[src/hdl/assert_macros.svh]
// Assertion helpers for the RTL, included by longest_distinct_run_length.sv.
`ifndef ASSERT_MACROS_SVH
`define ASSERT_MACROS_SVH
`ifndef SYNTHESIS
// Check a property on every rising edge outside reset.
`define LDRL_ASSERT(lbl, clk, rst_n, prop) \
  lbl: assert property (@(posedge clk) disable iff (!rst_n) prop) \
    else $error("ldrl assertion failed");
// Check that a condition never holds outside reset.
`define LDRL_NEVER(lbl, clk, rst_n, expr) `LDRL_ASSERT(lbl, clk, rst_n, !(expr))
`else
`define LDRL_ASSERT(lbl, clk, rst_n, prop)
`define LDRL_NEVER(lbl, clk, rst_n, expr)
`endif
`endif

[src/hdl/ldrl_pkg.sv]
package ldrl_pkg;

  // Widths of the stream fields
  localparam int SYM_IN_W = 8;
  localparam int LEN_W    = 16;

  // Saturation value for the reported lengths
  localparam logic [LEN_W-1:0] LEN_SAT = '1;

  // One result request, first field in the highest bits
  typedef struct packed {
    logic             overflow;
    logic             is_final;
    logic [LEN_W-1:0] best_length;
    logic [LEN_W-1:0] window_length;
  } result_t;

endpackage

[src/hdl/ldrl_ram.sv]
module ldrl_ram #(
  parameter int WIDTH  = 16,
  parameter int DEPTH  = 256,
  parameter int ADDR_W = (DEPTH > 1) ? $clog2(DEPTH) : 1
) (
  input  logic              clk,
  input  logic              we,
  input  logic [ADDR_W-1:0] waddr,
  input  logic [WIDTH-1:0]  wdata,
  input  logic              re,
  input  logic [ADDR_W-1:0] raddr,
  output logic [WIDTH-1:0]  rdata
);

  logic [WIDTH-1:0] mem_r [DEPTH];
  logic [WIDTH-1:0] rdata_r;

  // Write port
  always_ff @(posedge clk) begin
    if (we) begin
      mem_r[waddr] <= wdata;
    end
  end

  // Registered read port, holds while re is low
  always_ff @(posedge clk) begin
    if (re) begin
      rdata_r <= mem_r[raddr];
    end
  end

  assign rdata = rdata_r;

endmodule

[src/hdl/longest_distinct_run_length.sv]
// Longest run of distinct bytes in a streamed string.
// Input stream: one byte per request in in_tdata, in_tlast on the final byte
// of the string. Output stream: one result per input byte; out_tdata carries
// the length of the repeat-free window ending at that byte and the best
// length so far, out_tlast copies the final-byte flag (best is then the
// answer), out_tuser flags a string longer than MAX_LEN (lengths saturate).
// An accepted byte passes the registered read of the last-position table and
// then the update stage, which feeds the output register. Throughput is one
// byte per cycle while the receiver keeps up; a write to the same table entry
// by the byte just before is forwarded around the memory.
// When the receiver stalls, the output register and the update stage fill,
// then in_tready drops; no result is lost or repeated.
// Reset clears the seen marks, position counter, window start, best length
// and overflow flag; the position table itself is never cleared, since the
// per-symbol seen marks guard every read. The same per-string state clears
// after the final byte, so the next string can follow in the next cycle.
`include "assert_macros.svh"

module longest_distinct_run_length
  import ldrl_pkg::*;
#(
  parameter longint unsigned MAX_LEN  = 65535,
  parameter int              ALPHABET = 256
) (
  input  logic        clk,
  input  logic        rst_n,
  input  logic        in_tvalid,
  output logic        in_tready,
  input  logic [7:0]  in_tdata,   // [7:0] symbol
  input  logic        in_tlast,   // final_byte
  output logic        out_tvalid,
  input  logic        out_tready,
  output logic [31:0] out_tdata,  // [15:0] window_length, [31:16] best_length
  output logic        out_tlast,  // is_final
  output logic        out_tuser   // overflow
);

  localparam int POS_W = $clog2(MAX_LEN + 1);
  localparam int SYM_W = $clog2(ALPHABET);
  localparam int EXT_W = (POS_W > LEN_W) ? POS_W : LEN_W;

  // Pipeline control
  logic             in_acc;
  logic             fire;
  logic             s1_valid_r;
  logic [SYM_W-1:0] s1_sym_r;
  logic             s1_fin_r;
  logic             fwd_hit_r;
  logic [POS_W-1:0] fwd_pos_r;
  logic [SYM_W-1:0] in_sym;

  // Per-string state
  logic [ALPHABET-1:0] seen_r;
  logic [POS_W-1:0]    start_r;
  logic [POS_W-1:0]    start_nxt;
  logic [POS_W-1:0]    idx_r;
  logic [POS_W-1:0]    idx_nxt;
  logic [POS_W-1:0]    best_r;
  logic [POS_W-1:0]    best_nxt;
  logic                ovf_r;

  // Update stage
  logic [POS_W-1:0] ram_rdata;
  logic [POS_W-1:0] last_pos;
  logic             ovf_now;
  logic             in_window;
  logic [POS_W-1:0] win;
  logic             ram_we;

  // Output register
  logic    out_valid_r;
  result_t out_r;
  result_t res_nxt;

  function automatic logic [LEN_W-1:0] sat16(input logic [POS_W-1:0] v);
    logic [EXT_W-1:0] ext;
    ext = EXT_W'(v);
    return (ext > EXT_W'(LEN_SAT)) ? LEN_SAT : ext[LEN_W-1:0];
  endfunction

  // Fold out-of-alphabet symbols onto the top entry
  assign in_sym = ({1'b0, in_tdata} >= 9'(ALPHABET)) ? SYM_W'(ALPHABET - 1)
                                                      : in_tdata[SYM_W-1:0];

  // Handshake: stage 1 moves when the output slot is free or draining
  assign fire      = s1_valid_r && (!out_valid_r || out_tready);
  assign in_tready = !s1_valid_r || fire;
  assign in_acc    = in_tvalid && in_tready;

  ldrl_ram #(
    .WIDTH (POS_W),
    .DEPTH (ALPHABET)
  ) u_pos_ram (
    .clk   (clk),
    .we    (ram_we),
    .waddr (s1_sym_r),
    .wdata (idx_r),
    .re    (in_acc),
    .raddr (in_sym),
    .rdata (ram_rdata)
  );

  // Advance stage 1 and capture forwarding from the byte being written
  always_ff @(posedge clk) begin
    if (!rst_n) begin
      s1_valid_r <= 1'b0;
    end else if (in_acc) begin
      s1_valid_r <= 1'b1;
    end else if (fire) begin
      s1_valid_r <= 1'b0;
    end
  end

  always_ff @(posedge clk) begin
    if (in_acc) begin
      s1_sym_r  <= in_sym;
      s1_fin_r  <= in_tlast;
      fwd_hit_r <= ram_we && (s1_sym_r == in_sym);
      fwd_pos_r <= idx_r;
    end
  end

  // Compute the window update for the byte in stage 1
  always_comb begin
    last_pos  = fwd_hit_r ? fwd_pos_r : ram_rdata;
    ovf_now   = (idx_r >= POS_W'(MAX_LEN));
    in_window = seen_r[s1_sym_r] && (last_pos >= start_r);
    start_nxt = in_window ? last_pos + POS_W'(1) : start_r;
    win       = idx_r - start_nxt + POS_W'(1);
    best_nxt  = (win > best_r) ? win : best_r;
    idx_nxt   = idx_r + POS_W'(1);
    ram_we    = fire && !ovf_now;

    res_nxt.is_final = s1_fin_r;
    if (ovf_now) begin
      res_nxt.window_length = '0;
      res_nxt.best_length   = sat16(best_r);
      res_nxt.overflow      = 1'b1;
    end else begin
      res_nxt.window_length = sat16(win);
      res_nxt.best_length   = sat16(best_nxt);
      res_nxt.overflow      = ovf_r;
    end
  end

  // Commit per-string state; drop it all after the final byte
  always_ff @(posedge clk) begin
    if (!rst_n) begin
      seen_r  <= '0;
      start_r <= '0;
      idx_r   <= '0;
      best_r  <= '0;
      ovf_r   <= 1'b0;
    end else if (fire) begin
      if (s1_fin_r) begin
        seen_r  <= '0;
        start_r <= '0;
        idx_r   <= '0;
        best_r  <= '0;
        ovf_r   <= 1'b0;
      end else if (ovf_now) begin
        ovf_r <= 1'b1;
      end else begin
        seen_r[s1_sym_r] <= 1'b1;
        start_r          <= start_nxt;
        idx_r            <= idx_nxt;
        best_r           <= best_nxt;
      end
    end
  end

  // Output register
  always_ff @(posedge clk) begin
    if (!rst_n) begin
      out_valid_r <= 1'b0;
    end else if (fire) begin
      out_valid_r <= 1'b1;
    end else if (out_tready) begin
      out_valid_r <= 1'b0;
    end
  end

  always_ff @(posedge clk) begin
    if (fire) begin
      out_r <= res_nxt;
    end
  end

  assign out_tvalid = out_valid_r;
  assign out_tdata  = {out_r.best_length, out_r.window_length};
  assign out_tlast  = out_r.is_final;
  assign out_tuser  = out_r.overflow;

  // Window never starts past the next position, which never passes the limit
  `LDRL_ASSERT(a_start_le_idx, clk, rst_n, start_r <= idx_r)
  `LDRL_ASSERT(a_idx_le_max, clk, rst_n, idx_r <= POS_W'(MAX_LEN))
  // An overflowed byte never touches the position table
  `LDRL_NEVER(a_ovf_no_write, clk, rst_n, fire && ovf_now && ram_we)
  // Overflow results report an empty window
  `LDRL_ASSERT(a_ovf_zero_win, clk, rst_n,
               (fire && ovf_now) |=> out_r.window_length == '0)
  // Best length always covers the current window
  `LDRL_ASSERT(a_best_ge_win, clk, rst_n,
               out_valid_r |-> (out_r.best_length >= out_r.window_length))

endmodule

[config.mk]
export PLATFORM = sky130hd
export DESIGN_NAME = longest_distinct_run_length
export DESIGN_NICKNAME = d
export VERILOG_FILES = /design/src/hdl/ldrl_pkg.sv /design/src/hdl/ldrl_ram.sv /design/src/hdl/longest_distinct_run_length.sv
export VERILOG_INCLUDE_DIRS = /design/src /design/src/hdl
export SDC_FILE = /design/constraint.sdc
export NUM_CORES = 2
export LEC_CHECK = 0
export BUFFER_PORTS_ARGS = -buffer_cell sky130_fd_sc_hd__buf_2
export CORE_ASPECT_RATIO = 0.5
export CORE_MARGIN = 2
export CORE_UTILIZATION = 38
export DETAILED_ROUTE_END_ITERATION = 12
export PLACE_DENSITY = 0.54
export SLEW_MARGIN = 20
export SYNTH_ARGS = -nofsm -noshare
export SYNTH_HDL_FRONTEND = slang
export SYNTH_SLANG_ARGS = --single-unit
[constraint.sdc]
create_clock -name clk -period 11 [get_ports clk]
set_clock_uncertainty 0.05 [all_clocks]
set_input_delay 0.55 -clock clk [delete_from_list [all_inputs] [get_ports clk]]
set_output_delay 0.55 -clock clk [all_outputs]
set_load 0.005 [all_outputs]
==> report_table.html <==
<table>
<tr><th>Metric</th><th>Value</th></tr>
<tr><th colspan="2">Clock network</th></tr>
<tr><td>TritonCTS clock tree</td><td>yes</td></tr>
<tr><td>Post-cts sizing count</td><td>0</td></tr>
<tr><td>Count of H-tree levels built during CTS</td><td>5</td></tr>
<tr><td>Count of clock tree sinks</td><td>approximately 4500</td></tr>
<tr><td>Count of buffers added by post-CTS timing repair for setup</td><td>0</td></tr>
<tr><td>Library cell used as clock root buffer</td><td>sky130_fd_sc_hd__clkbuf_16</td></tr>
<tr><td>Buffers from clock root to sink, at most</td><td>4</td></tr>
<tr><td>Clock slew seen by the registers of the worst setup and hold paths</td><td>approximately 0.06 ns</td></tr>
<tr><td>Quantity of hold-fixing buffers added after cts</td><td>6</td></tr>
<tr><td>Worst-Skew Late Latency</td><td>0.97 ns</td></tr>
<tr><td>Num CTS Buffers</td><td>around 420</td></tr>
<tr><th colspan="2">Die</th></tr>
<tr><td>CORE AREA</td><td>between 400000 and 500000 sq um</td></tr>
<tr><td>DIE WIDTH</td><td>~960 um</td></tr>
<tr><td>Chip Height</td><td>slightly below 500 um</td></tr>
<tr><td>Area of the die</td><td>~460000 sq um</td></tr>
<tr><td>Number of I/O pins</td><td>49</td></tr>
<tr><td>Site row count</td><td>around 180</td></tr>
<tr><td>Initial core utilization</td><td>a little under two fifths</td></tr>
<tr><th colspan="2">Power and ir drop</th></tr>
<tr><td>Power share of the sequential group</td><td>about 55%</td></tr>
<tr><td>Lkg Pwr</td><td>~69 nW</td></tr>
<tr><td>Total Power Consumption</td><td>33.8 mW</td></tr>
<tr><td>IR drop worst, VDD</td><td>between 100 and 150 uV</td></tr>
<tr><td>Part of the total power dissipated in combinational logic</td><td>under 10%</td></tr>
<tr><td>Int Power</td><td>~27 mW</td></tr>
<tr><td>Switching power share of the total</td><td>a little over a fifth</td></tr>
<tr><td>NetSw</td><td>7.03 mW</td></tr>
<tr><td>Clock power share</td><td>42.5%</td></tr>
<tr><td>Power density normalized to cell area</td><td>between 150 and 200 nW/um^2</td></tr>
<tr><th colspan="2">STA</th></tr>
<tr><td>Setup repair after global routing missed its margin</td><td>no</td></tr>
<tr><td>Portion of the clock cycle consumed by the worst path in the final layout</td><td>approximately 90%</td></tr>
<tr><td>Worst-Margin Slew</td><td>between 1 and 1.5 ns</td></tr>
<tr><td>Maximum operating frequency</td><td>0.101 GHz</td></tr>
<tr><td>Min Tclk post-route</td><td>9.91 ns</td></tr>
<tr><td>Final worst slack</td><td>between 1 and 1.5 ns</td></tr>
<tr><td>Final setup violation count</td><td>0</td></tr>
<tr><td>Fin Setup TNS</td><td>0 ns</td></tr>
<tr><td>Hold Vio Cnt, Final</td><td>0</td></tr>
<tr><td>Max-slew headroom at the worst pin</td><td>between 20 and 25%</td></tr>
<tr><td>Max-slew violation count</td><td>0</td></tr>
<tr><th colspan="2">Finish</th></tr>
<tr><td>Count of placed standard cells in the final layout, fillers left out</td><td>around 15000</td></tr>
<tr><td>Filler cell count</td><td>a little under 40000</td></tr>
<tr><td>Fraction of layout cells with a size suffix above 1</td><td>approximately 30%</td></tr>
<tr><td>Most used cells in the layout excluding fill and tap cells</td><td>sky130_fd_sc_hd__edfxtp_1 (4172), sky130_fd_sc_hd__mux4_2 (1419), sky130_fd_sc_hd__nor2_1 (493)</td></tr>
<tr><td>Commonest non-fill, non-tap cell in the layout</td><td>sky130_fd_sc_hd__edfxtp_1</td></tr>
<tr><td>Final design area excluding fillers</td><td>roughly 200000 sq um</td></tr>
<tr><td>Layout Area Growth over Synthesis</td><td>13.4%</td></tr>
<tr><td>Nets@finish</td><td>about 8400</td></tr>
<tr><th colspan="2">Status</th></tr>
<tr><td>Run status</td><td>finished, final reports clean</td></tr>
<tr><th colspan="2">Placed design</th></tr>
<tr><td>Setup slack after placement</td><td>approximately 1.3 ns</td></tr>
<tr><td>Final GP Congestion</td><td>around 0.78</td></tr>
<tr><td>Port-buffer cells</td><td>between 40 and 50</td></tr>
<tr><td>Placed cell count</td><td>around 14000</td></tr>
<tr><td>Placement Cell Area</td><td>183000 sq um</td></tr>
<tr><td>DP Wirelength</td><td>271000 um</td></tr>
<tr><th colspan="2">Logic synthesis</th></tr>
<tr><td>Avg Cell Area, Syn</td><td>between 20 and 25 sq um</td></tr>
<tr><td>Post-Synthesis Net Count</td><td>7968</td></tr>
<tr><td>Number of synthesized flops with an enable pin</td><td>roughly 4200</td></tr>
<tr><td>Fraction of the yosys area taken by sequential cells</td><td>approximately three quarters</td></tr>
<tr><td>Main area contributors after synthesis</td><td>sky130_fd_sc_hd__edfxtp_1 (72%), sky130_fd_sc_hd__mux4_2 (18%), sky130_fd_sc_hd__dfxtp_1 (3.5%)</td></tr>
<tr><td>Cell area after technology mapping</td><td>around 170000 sq um</td></tr>
<tr><td>Cell type with the highest aggregate area in the netlist</td><td>sky130_fd_sc_hd__edfxtp_1</td></tr>
<tr><td>Share of the synthesized area in the top cell type</td><td>72.3%</td></tr>
<tr><td>Async set or reset register ratio after synthesis</td><td>0%</td></tr>
<tr><td>Post-synthesis cell type count</td><td>between 60 and 70</td></tr>
<tr><td>Yosys Warn Count</td><td>0</td></tr>
<tr><td>Number of register bits inferred by synthesis</td><td>around 4500</td></tr>
<tr><td>Count of mapped cells out of synthesis</td><td>about 7900</td></tr>
<tr><td>Dominant register cell in the synthesized netlist</td><td>sky130_fd_sc_hd__edfxtp_1</td></tr>
<tr><th colspan="2">Critical path</th></tr>
<tr><td>Slowest cell on the critical path</td><td>sky130_fd_sc_hd__edfxtp_1</td></tr>
<tr><td>Data required, critical path</td><td>between 10 and 15 ns</td></tr>
<tr><td>Largest stage delay, worst path</td><td>around 0.97 ns</td></tr>
<tr><td>Arrival time reported for the critical path endpoint</td><td>10.53 ns</td></tr>
<tr><td>R2r worst-path depth</td><td>35</td></tr>
<tr><td>Worst Setup Start Kind</td><td>flip-flop</td></tr>
<tr><td>Critical path endpoint category</td><td>flip-flop</td></tr>
<tr><td>Critical Setup Path Class</td><td>flip-flop to flip-flop</td></tr>
<tr><td>Most frequent cell on the critical path</td><td>sky130_fd_sc_hd__inv_1</td></tr>
<tr><td>Largest fanout of any net on the critical path</td><td>57</td></tr>
<tr><th colspan="2">Global routing</th></tr>
<tr><td>Global-route wire length before repair</td><td>around 640000 um</td></tr>
<tr><td>Vias in the first global route</td><td>roughly 80000</td></tr>
<tr><td>Number of antenna violations at the first check in global routing</td><td>50</td></tr>
<tr><td>Residual overflow from global routing</td><td>0</td></tr>
<tr><td>Pin count of the biggest net entering global routing</td><td>258</td></tr>
<tr><td>Total GRT Usage</td><td>19.4%</td></tr>
<tr><th colspan="2">Routing</th></tr>
<tr><td>Total number of vias</td><td>between 80000 and 90000</td></tr>
<tr><td>DRC violations left</td><td>0</td></tr>
<tr><td>Routed WL per cell</td><td>31.0 um</td></tr>
<tr><td>Number of iterations in the first detailed-routing pass</td><td>6</td></tr>
<tr><td>Final antenna-violating net count</td><td>0</td></tr>
<tr><td>Starting DRC count in detailed routing</td><td>10876</td></tr>
<tr><td>Detailed-route vias per instance</td><td>between 5 and 6</td></tr>
<tr><td>Final wirelength</td><td>approximately 460000 um</td></tr>
<tr><th colspan="2">Run</th></tr>
<tr><td>Count of maximum capacitance violations</td><td>0</td></tr>
<tr><th colspan="2">Hold path</th></tr>
<tr><td>Min-delay worst type</td><td>input port to flip-flop</td></tr>
<tr><td>Count of cells along the worst hold path</td><td>1</td></tr>
</table>
[per-layer routing]
layer  vias to the layer above  routed length, um  share of wire [%]  global-route usage (%)
met2                      3110             204000                 45                    28.9
met5                         -                 13             0.0028                       0
met3                       485              34700                7.6                    3.39
met1                     45647             211000                 46                    30.5
li1                      33866                  -                  -                       -
met4                         2               7470                1.6                    3.40
[cells in the mapped netlist (8+ instances only)]
cell and count:
sky130_fd_sc_hd__dfxtp_1 307, sky130_fd_sc_hd__o21a_1 34, sky130_fd_sc_hd__a21o_1 15, sky130_fd_sc_hd__inv_1 65, sky130_fd_sc_hd__buf_1 83, sky130_fd_sc_hd__o22a_1 11, sky130_fd_sc_hd__a31oi_1 9, sky130_fd_sc_hd__nor2_1 610
sky130_fd_sc_hd__nand2b_1 8, sky130_fd_sc_hd__ha_1 63, sky130_fd_sc_hd__buf_2 69, sky130_fd_sc_hd__nor3_1 28, sky130_fd_sc_hd__nand3_1 38, sky130_fd_sc_hd__xnor2_1 28, sky130_fd_sc_hd__mux2i_1 39, sky130_fd_sc_hd__and3_1 10
sky130_fd_sc_hd__xor2_1 18, sky130_fd_sc_hd__mux4_2 1419, sky130_fd_sc_hd__buf_4 9, sky130_fd_sc_hd__clkbuf_1 286, sky130_fd_sc_hd__o21ai_0 24, sky130_fd_sc_hd__nand4_1 14, sky130_fd_sc_hd__edfxtp_1 4172, sky130_fd_sc_hd__nor2b_1 17
sky130_fd_sc_hd__nand2_1 99, sky130_fd_sc_hd__a21oi_1 314, sky130_fd_sc_hd__and2_1 12, sky130_fd_sc_hd__a22oi_1 10, sky130_fd_sc_hd__mux2_2 13
[critical path: cells and delay by family, from the launching register on]
family / cells / cell delay (ns)
DFF: 1 / 0.97
and+or+nand+nor: 10 / 1.71
xor gates and xnor gates: 1 / 0.10
adders and majority gates: 4 / 1.25
muxes: 2 / 0.83
AOI/OAI and AO/OA: 12 / 3.52
buffers and inverters: 6 / 1.11
[kinds of logic after synthesis]
kind of cell	Yosys count	synth area share, %
adder cells (fa/ha/maj)	64	0.466
multiplexers	1471	18.7
AO/OA/AOI/OAI	464	1.55
buffers and inverters	517	1.20
XOR/XNOR	46	0.232
flip-flops	4479	75.8
AND/OR/NAND/NOR	850	2.00
[stage by stage]
step | hold WS (ns) | util (%)
floorplan | 0.378 | -
global placement | 0.391 | 40.3
detailed placement | 0.400 | 40.3
CTS | 0.0308 | 43.2
global route | 0.0670 | 43.3
finish | 0.0863 | 43.3
[registers in the layout, summed over array words and instances, names as in the netlist, 8 cells and up]
register and flops:
seen_r 256, fwd_pos_r 16, best_r 16, s1_sym_r 8, u_pos_ram.mem_r 4096, start_r 16, u_pos_ram.rdata 16, out_tdata 32
idx_r 16
[power groups by stage]
stage | sequential [mW] | combinational [mW] | clock, mW
global route | 18.4 | 1.09 | 15.3
detailed placement | 18.8 | 1.03 | 0
finish | 18.4 | 1.02 | 14.3
CTS | 18.4 | 1.03 | 14.6
global placement | 18.8 | 1.03 | 0
floorplan | 18.8 | 0.705 | 0
[path summary, 6_finish.rpt]
kind                                   to                     from  slack [ns]
setup / recovery  out_tdata[16]$_DFFE_PP_    s1_sym_r[1]$_DFFE_PP_        1.09
setup reg to reg  out_tdata[16]$_DFFE_PP_    s1_sym_r[1]$_DFFE_PP_        1.09
hold reg to reg   seen_r[19]$_SDFFE_PN0P_  seen_r[19]$_SDFFE_PN0P_        0.41
hold / removal      s1_sym_r[3]$_DFFE_PP_              in_tdata[3]        0.09
[final cells by class]
| class | instances | area (sq um) | area share [%] |
|---|---|---|---|
| diodes | 19 | 47.5 | 0.0242 |
| clock inverters | 225 | 2110 | 1.07 |
| well taps | 6106 | 7640 | 3.88 |
| multi-input cells | 2895 | 40400 | 20.5 |
| repair buffers | 442 | 3650 | 1.86 |
| inverters | 67 | 251 | 0.128 |
| clock buffers | 526 | 11100 | 5.64 |
| flip-flops and latches | 4479 | 131000 | 66.9 |
Note: power is estimated with default switching activity, not from simulation.
